`config.mk`:
```
export PLATFORM = sky130hd
export DESIGN_NAME = sorted_array_merge_flat
export DESIGN_NICKNAME = d
export VERILOG_FILES = /design/src/rtl/sam_pkg.sv /design/src/rtl/sam_item_if.sv /design/src/rtl/sam_result_if.sv /design/src/rtl/sorted_array_merge.sv /design/src/flat_wrapper.sv
export SDC_FILE = /design/constraint.sdc
export NUM_CORES = 2
export LEC_CHECK = 0
export BUFFER_PORTS_ARGS = -buffer_cell sky130_fd_sc_hd__buf_2
export CAP_MARGIN = 20
export CORE_ASPECT_RATIO = 1.4
export CORE_UTILIZATION = 63
export CTS_BUF_LIST = sky130_fd_sc_hd__clkbuf_4 sky130_fd_sc_hd__clkbuf_8
export DETAILED_ROUTE_END_ITERATION = 10
export PLACE_DENSITY = 0.79
export REMOVE_ABC_BUFFERS = 1
export SKIP_CTS_REPAIR_TIMING = 1
export SLEW_MARGIN = 20
export SYNTH_ARGS = -nofsm -noshare
export SYNTH_HDL_FRONTEND = slang
export SYNTH_SLANG_ARGS = --single-unit
```
`constraint.sdc`:
```
create_clock -name clk -period 7.1 [get_ports clk]
set_input_delay 1.42 -clock clk [delete_from_list [all_inputs] [get_ports clk]]
set_output_delay 1.42 -clock clk [all_outputs]
set_load 0.02 [all_outputs]
```
`src/rtl/sam_pkg.sv`:
```
// sam_pkg: shared constants and types for the sorted array merge block.
// No dependencies; imported by the channel interfaces and by sorted_array_merge.
package sam_pkg;

    // List capacity (1 to 32) and the widths derived from it
    localparam int DEPTH   = 32;
    localparam int ADDR_W  = (DEPTH > 1) ? $clog2(DEPTH) : 1;
    localparam int CNT_W   = $clog2(DEPTH + 1);
    localparam int VALUE_W = 32;
    localparam int KIND_W  = 2;

    // Input item kinds; the fourth code is ignored
    localparam logic [KIND_W-1:0] KIND_LOAD_A = 2'd0;
    localparam logic [KIND_W-1:0] KIND_LOAD_B = 2'd1;
    localparam logic [KIND_W-1:0] KIND_START  = 2'd2;

    typedef logic [KIND_W-1:0]         kind_t;
    typedef logic signed [VALUE_W-1:0] value_t;
    typedef logic [CNT_W-1:0]          count_t;
    typedef logic [ADDR_W-1:0]         addr_t;

    typedef enum logic
    {
        S_IDLE,
        S_MERGE
    } state_t;

endpackage

```
`src/rtl/sam_item_if.sv`:
```
// sam_item_if: valid/ready channel carrying one input item (kind, value).
// Depends on sam_pkg.
interface sam_item_if;
    import sam_pkg::*;

    logic   valid;
    logic   ready;
    kind_t  kind;
    value_t value;

    modport source (output valid, output kind, output value, input ready);
    modport sink (input valid, input kind, input value, output ready);
endinterface

```
`src/rtl/sam_result_if.sv`:
```
// sam_result_if: valid/ready channel carrying one merged result item.
// Depends on sam_pkg.
interface sam_result_if;
    import sam_pkg::*;

    logic   valid;
    logic   ready;
    value_t value_res;
    logic   last;
    logic   overflow;

    modport source (output valid, output value_res, output last, output overflow, input ready);
    modport sink (input valid, input value_res, input last, input overflow, output ready);
endinterface

```
`src/rtl/sorted_array_merge.sv`:
```
// sorted_array_merge: loads two ascending lists into two list memories and emits their
// stable merge. Depends on sam_pkg, sam_item_if and sam_result_if.
//
// Usage: load items (kind A or B) are taken one per cycle while the block is idle and are
// written straight into the list memory at the list's fill count; a load into a full list
// is dropped and sets the overflow flag. After a start item the merge emits count_a +
// count_b elements in all, one per cycle while the result side does not stall.
// The rate is set by the single read port of each list memory:
// the next head of a list is read at the same edge that consumes the current one, so the
// compare always sees both heads registered. Item intake is closed while a merge runs.
// Ties go to list A. The final element carries last; every element of a merge carries
// overflow if a load was dropped since the previous merge. A start with both lists
// empty yields nothing. Each merge clears both counts and the flag. The result sits in an
// output register, so new loads are accepted while the last element waits to be taken.
// Memory contents are not reset; only entries below the fill counts are ever used.
module sorted_array_merge
(
    input  logic          clk,
    input  logic          rst_n,
    sam_item_if.sink      item,
    sam_result_if.source  result
);
    import sam_pkg::*;

    // List memories, one synchronous read port each
    value_t mem_a [DEPTH];
    value_t mem_b [DEPTH];
    value_t rd_a_reg;
    value_t rd_b_reg;

    state_t state_reg, state_next;
    count_t count_a_reg, count_a_next;
    count_t count_b_reg, count_b_next;
    logic   ovf_reg, ovf_next;
    count_t ia_reg, ia_next;   // read pointers; heads sit in rd_a_reg / rd_b_reg
    count_t ib_reg, ib_next;

    // Output register
    logic   out_valid_reg;
    value_t out_value_reg;
    logic   out_last_reg;
    logic   out_ovf_reg;

    logic             in_fire;
    logic             is_start;
    logic             we_a;
    logic             we_b;
    logic             emit;
    logic             a_left;
    logic             b_left;
    logic             take_a;
    logic             last_w;
    logic [CNT_W:0]   total;
    logic [CNT_W:0]   done_cnt;

    // ---------------- control decode ----------------
    assign in_fire  = item.valid && item.ready;
    assign is_start = in_fire && (item.kind == KIND_START);
    assign we_a     = in_fire && (item.kind == KIND_LOAD_A) && (count_a_reg < CNT_W'(DEPTH));
    assign we_b     = in_fire && (item.kind == KIND_LOAD_B) && (count_b_reg < CNT_W'(DEPTH));

    assign total    = {1'b0, count_a_reg} + {1'b0, count_b_reg};
    assign done_cnt = {1'b0, ia_reg} + {1'b0, ib_reg} + (CNT_W+1)'(1);
    assign last_w   = (done_cnt == total);

    // Merge step: output slot free or draining this cycle
    assign emit   = (state_reg == S_MERGE) && (!out_valid_reg || result.ready);
    assign a_left = (ia_reg < count_a_reg);
    assign b_left = (ib_reg < count_b_reg);
    assign take_a = a_left && (!b_left || (rd_a_reg <= rd_b_reg));

    // ---------------- next state ----------------
    always_comb
    begin
        state_next = state_reg;
        unique case (state_reg)
            S_IDLE:
            begin
                if (is_start && (total != '0))
                    state_next = S_MERGE;
            end
            S_MERGE:
            begin
                if (emit && last_w)
                    state_next = S_IDLE;
            end
            default:
            begin
                state_next = S_IDLE;
            end
        endcase
    end

    // ---------------- outputs and datapath ----------------
    assign item.ready       = (state_reg == S_IDLE);
    assign result.valid     = out_valid_reg;
    assign result.value_res = out_value_reg;
    assign result.last      = out_last_reg;
    assign result.overflow  = out_ovf_reg;

    always_comb
    begin
        count_a_next = count_a_reg;
        count_b_next = count_b_reg;
        ovf_next     = ovf_reg;
        ia_next      = ia_reg;
        ib_next      = ib_reg;

        // Loads: append, or flag when full
        if (in_fire && (item.kind == KIND_LOAD_A))
        begin
            if (we_a)
                count_a_next = count_a_reg + CNT_W'(1);
            else
                ovf_next = 1'b1;
        end
        if (in_fire && (item.kind == KIND_LOAD_B))
        begin
            if (we_b)
                count_b_next = count_b_reg + CNT_W'(1);
            else
                ovf_next = 1'b1;
        end

        // Start with nothing loaded: just clear
        if (is_start && (total == '0))
        begin
            count_a_next = '0;
            count_b_next = '0;
            ovf_next     = 1'b0;
        end

        if (emit)
        begin
            if (last_w)
            begin
                count_a_next = '0;
                count_b_next = '0;
                ovf_next     = 1'b0;
                ia_next      = '0;
                ib_next      = '0;
            end
            else if (take_a)
                ia_next = ia_reg + CNT_W'(1);
            else
                ib_next = ib_reg + CNT_W'(1);
        end
    end

    // ---------------- control registers ----------------
    always_ff @(posedge clk or negedge rst_n)
    begin
        if (!rst_n)
        begin
            state_reg     <= S_IDLE;
            count_a_reg   <= '0;
            count_b_reg   <= '0;
            ovf_reg       <= 1'b0;
            ia_reg        <= '0;
            ib_reg        <= '0;
            out_valid_reg <= 1'b0;
        end
        else
        begin
            state_reg   <= state_next;
            count_a_reg <= count_a_next;
            count_b_reg <= count_b_next;
            ovf_reg     <= ovf_next;
            ia_reg      <= ia_next;
            ib_reg      <= ib_next;
            if (emit)
                out_valid_reg <= 1'b1;
            else if (result.ready)
                out_valid_reg <= 1'b0;
        end
    end

    // Result payload
    always_ff @(posedge clk)
    begin
        if (emit)
        begin
            out_value_reg <= take_a ? rd_a_reg : rd_b_reg;
            out_last_reg  <= last_w;
            out_ovf_reg   <= ovf_reg;
        end
    end

    // ---------------- list memories ----------------
    // Writes happen only while idle, reads matter only while merging, so a read never
    // overlaps a write to the same entry. Read address is the next pointer, so the new head
    // is registered at the same edge at which the pointer moves.
    always_ff @(posedge clk)
    begin
        if (we_a)
            mem_a[count_a_reg[ADDR_W-1:0]] <= item.value;
        rd_a_reg <= mem_a[ia_next[ADDR_W-1:0]];
    end

    always_ff @(posedge clk)
    begin
        if (we_b)
            mem_b[count_b_reg[ADDR_W-1:0]] <= item.value;
        rd_b_reg <= mem_b[ib_next[ADDR_W-1:0]];
    end

`ifndef SYNTHESIS
    // The final element of a merge returns the block to idle with both lists cleared
    a_last_clears: assert property (@(posedge clk) disable iff (!rst_n)
        (emit && last_w) |=> (state_reg == S_IDLE && count_a_reg == '0 && count_b_reg == '0))
        else $error("merge end did not clear state");

    // Read pointers never run past their fill counts during a merge
    a_ptr_bound: assert property (@(posedge clk) disable iff (!rst_n)
        (state_reg == S_MERGE) |-> (ia_reg <= count_a_reg && ib_reg <= count_b_reg))
        else $error("read pointer past fill count");

    // A merge always has at least one element left to emit
    a_merge_nonempty: assert property (@(posedge clk) disable iff (!rst_n)
        (state_reg == S_MERGE) |-> (a_left || b_left))
        else $error("merge running with both lists exhausted");

    // A stalled result is not overwritten
    a_out_hold: assert property (@(posedge clk) disable iff (!rst_n)
        (out_valid_reg && !result.ready) |-> !emit)
        else $error("result overwritten while stalled");
`endif

endmodule
```
`src/flat_wrapper.sv`:
```
// flat-port wrapper written by rule: the top's interface ports become plain ports
module sorted_array_merge_flat import sam_pkg::*;
  (clk, rst_n, item_valid, item_kind, item_value, item_ready, result_valid, result_value_res, result_last, result_overflow, result_ready);
  sam_item_if item_i ();
  sam_result_if result_i ();
  input  logic clk;
  input  logic rst_n;
  input wire logic [$bits(item_i.valid)-1:0] item_valid;
  input wire logic [$bits(item_i.kind)-1:0] item_kind;
  input wire logic [$bits(item_i.value)-1:0] item_value;
  output wire logic [$bits(item_i.ready)-1:0] item_ready;
  output wire logic [$bits(result_i.valid)-1:0] result_valid;
  output wire logic [$bits(result_i.value_res)-1:0] result_value_res;
  output wire logic [$bits(result_i.last)-1:0] result_last;
  output wire logic [$bits(result_i.overflow)-1:0] result_overflow;
  input wire logic [$bits(result_i.ready)-1:0] result_ready;
  assign item_i.valid = item_valid;
  assign item_i.kind = item_kind;
  assign item_i.value = item_value;
  assign item_ready = item_i.ready;
  assign result_valid = result_i.valid;
  assign result_value_res = result_i.value_res;
  assign result_last = result_i.last;
  assign result_overflow = result_i.overflow;
  assign result_i.ready = result_ready;
  sorted_array_merge u_core (.clk(clk), .rst_n(rst_n), .item(item_i), .result(result_i));
endmodule
```
==> metrics.md <==
| Metric | Value |
|---|---|
| Critical path class | reg2reg |
| Chip width | 326 um |
| Syn Inst Count | 6973 |
| Post-synthesis sequential area ratio | 0.695 |
| Synth warnings | 0 |
| Final hold viol count | 0 |
| Util after Layout | 0.697 |
| M3 GR Usage | 0.0791 |
| Final count of negative-setup-slack endpoints | 0 |
| Dpl cells | 8534 |
| Critical-path top delay cell | nor4_1 |
| Simple logic cell fraction of the synthesized area | 0.114 |
| Via density | 7.33 |
| DR WL/cell | 29.3 um |
| Global-route met1 utilization | 0.433 |
| Main combinational cell family by area after synthesis | compound AO/OA/AOI/OAI gates |
| Seq cells post-synth | 2173 |
| 1st-pass router iterations | 7 |
| Crit. End Element | flop |
| Post-Route Setup TNS | 0 ns |
| Hold Crit Class | in2async |
| Finished Layout Cells | 9097 |
| Pint | 27.5 mW |
| Synth unique cells | 93 |
| Compound-Gate Fraction of Synth Area | 0.140 |
| Clock group share of total power | 0.204 |
| First-pass GRT wire length | 395000 um |
| Nets | 7032 |
| Htree depth | 5 |
| CP max stage delay | 1.01 ns |
| Status | finished, final reports clean |
| Clock latency on the worst-skew pair | 1.06 ns |
| Max Freq | 0.142 GHz |
| GRT Util Overall | 0.351 |
| Full die area | 0.149 sq mm |
| Core area | 0.146 sq mm |
| Final Slew Violations | 0 |
| Most crowded layer after global routing | met2 |
| Post-synth ARST share | 0.0124 |
| RSZ-0062 raised after global routing | false |
| Pwr Density | 481 mW/mm^2 |
| Max VDD drop | 735 uV |
| Sw Ratio | 0.437 |
| CTS Root Cell | clkbuf_8 |
| Critical path launch point type | flop |
| Layout Skew | 0.0654 ns |
| Detailed-route via count | 66700 |
| Comb pwr share | 0.489 |
| Routing usage on met2 | 0.574 |
| Initial DRC count | 9779 |
| Area grow syn2layout | 9.75% |
| Fraction of the mapped netlist area in adder cells | 0.00906 |
| Initial Utilization | 0.635 |
| Mean post-synth cell area | 13.3 sq um |
| Post-DP HPWL | 147000 um |
| CTS tree | done |
| Filler cells | 9410 |
| Max Cap Viol | 0 |
| Initial antenna violation count | 14 |
| Critical Path RT | 7.92 ns |
| Worst slew pin tran | 1.31 ns |
| Final Wtd Congestion | 0.867 |
| Biggest area consumer among synthesized cells | edfxtp_1 |
| Residual DRC | 0 |
| Tcrit/Tclk final | 0.989 |
| Post-Syn Area | 0.0928 sq mm |
| Worst-path clk slew | 0.07 ns |
| Top post-synthesis cells by area | edfxtp_1, nand2_1, nor4_1, a311oi_1, o22ai_1 |
| Fin crit period | 7.02 ns |
| Ratio of cells with drive above 1 in the final layout | 0.138 |
| Post-synth EDFFs | 2082 |
| P_leak | 32.1 nW |
| IO Count | 74 |
| Largest net degree at the start of global routing | 186 |
| Net Sw Power | 21.4 mW |
| GR Overflow Total | 0 |
| Xor/xnor share of the synthesized area | 0.00189 |
| Seq pwr share | 0.307 |
| Max FO, Critical Path | 30 |
| Row count | 166 |
| Chip Height | 456 um |
| Mux contribution to synthesized area | 0.00770 |
| Vias in the first global route | 65200 |
| Slew HR | 0.119 |
| Port bufs | 73 |
| Total Routed Length | 267000 um |
| CTS sink cnt | 2173 |
| TritonCTS buffer count | 321 |
| Maximum clock path buffer count | 4 |
| Crit path cell chain | ha_1 > nand4_1 > or2_4 > nor3_4 > nor3b_2 > a2111o_1 > nand3_2 > or4_1 > o211ai_1 > or3_1 > buf_4 > a21oi_1 > a221o_1 > nor4_1 |
| Predominant post-synthesis flop cell | edfxtp_1 |
| Antenna-violating nets left | 0 |
| Area share of the largest cell type after synthesis | 0.674 |
| Data arrival, critical path | 7.85 ns |
==> area by class of cell <==
type / instances / area, sq um / area share
multi-input combinational: 4101 / 25900 / 0.254
timing repair buffer: 270 / 2560 / 0.0252
tap: 1932 / 2420 / 0.0237
clock buffer: 455 / 5640 / 0.0553
inverter: 61 / 255 / 0.00251
clock inverter: 102 / 586 / 0.00575
sequential: 2173 / 64500 / 0.633
antenna: 3 / 7.51 / 0.0000737
==> Yosys cell counts, types with 80 or more instances <==
master / count
a211oi_1: 104
o22ai_1: 209
buf_2: 221
nand3_1: 208
nor4_1: 575
a31oi_1: 95
a22o_1: 126
a311oi_1: 286
nand2_1: 1068
nor3_1: 80
o21ai_0: 151
a21oi_1: 217
edfxtp_1: 2082
nor2_1: 186
a221oi_1: 130
clkbuf_1: 346
==> cell usage in the layout, fill, tap and decap left out, types with 59 or more instances in the layout <==
cell type / instances
dfxtp_1: 64
a31oi_1: 94
nor4_1: 574
nand2_1: 1068
nand3_1: 207
clkbuf_8: 355
a21oi_1: 215
a221oi_1: 130
clkbuf_4: 100
o22ai_1: 209
clkinv_1: 59
nor2_1: 123
o21ai_0: 151
ha_1: 64
a22o_1: 126
nor2_4: 64
buf_4: 166
a311oi_1: 286
a21o_1: 62
a211oi_1: 104
a22oi_1: 61
nor3_1: 74
edfxtp_1: 2082
==> power groups by stage <==
stage | combinational (mW) | sequential (mW) | clock, mW
CTS | 23.4 | 15.0 | 9.99
global placement | 22.5 | 15.3 | 0
finish | 23.9 | 15.0 | 9.97
global route | 25.4 | 15.0 | 10.5
floorplan | 15.7 | 15.3 | 0
detailed placement | 23.3 | 15.3 | 0
==> worst max-delay path: cells and delay by family (launching register included) <==
family          cells  cell delay, ns
fa+ha+maj           1            0.62
flops               1            0.40
buf+inv             1            0.45
compound gates      4            1.23
simple gates        8            4.05
==> final timing paths <==
check	startpoint	endpoint	slack [ns]	cells after the start
max	u_core.rd_a_reg[31]	u_core.rd_b_reg[12]	0.08	14
min	rst_n	u_core.count_b_reg[3]	0.44	1
max reg2reg	u_core.rd_a_reg[31]	u_core.rd_b_reg[12]	0.08	14
min reg2reg	u_core.ovf_reg	u_core.result.overflow	0.45	0
max in group asynchronous	rst_n	u_core.ib_reg[0]	6.13	1
min in group clk	u_core.ovf_reg	u_core.result.overflow	0.45	0
==> per-stage QoR <==
stage	cell area [sq um]	power [mW]	setup slack, ns	hold slack [ns]
CTS	102000	48.4	0.505	0.397
detailed placement	95500	38.5	0.449	0.436
global route	102000	50.9	0.335	0.443
finish	102000	48.9	0.0759	0.444
floorplan	90000	31.0	-26.01	0.425
global placement	95400	37.8	0.611	0.437
==> routing by layer <==
| layer | up-vias | part of all wire |
|---|---|---|
| met4 | 14 | 0.057 |
| met1 | 32600 | 0.34 |
| met3 | 1002 | 0.12 |
| met2 | 5095 | 0.49 |
| li1 | 27900 | - |
| met5 | - | 0.00033 |
==> cells by family after synthesis <==
logic type | count (synthesis)
fa+ha+maj | 66
simple gates | 2241
compound gates | 1710
xor+xnor | 20
flops | 2173
buf+inv | 699
mux | 64
No activity file was read; power rests on OpenSTA's default activity.
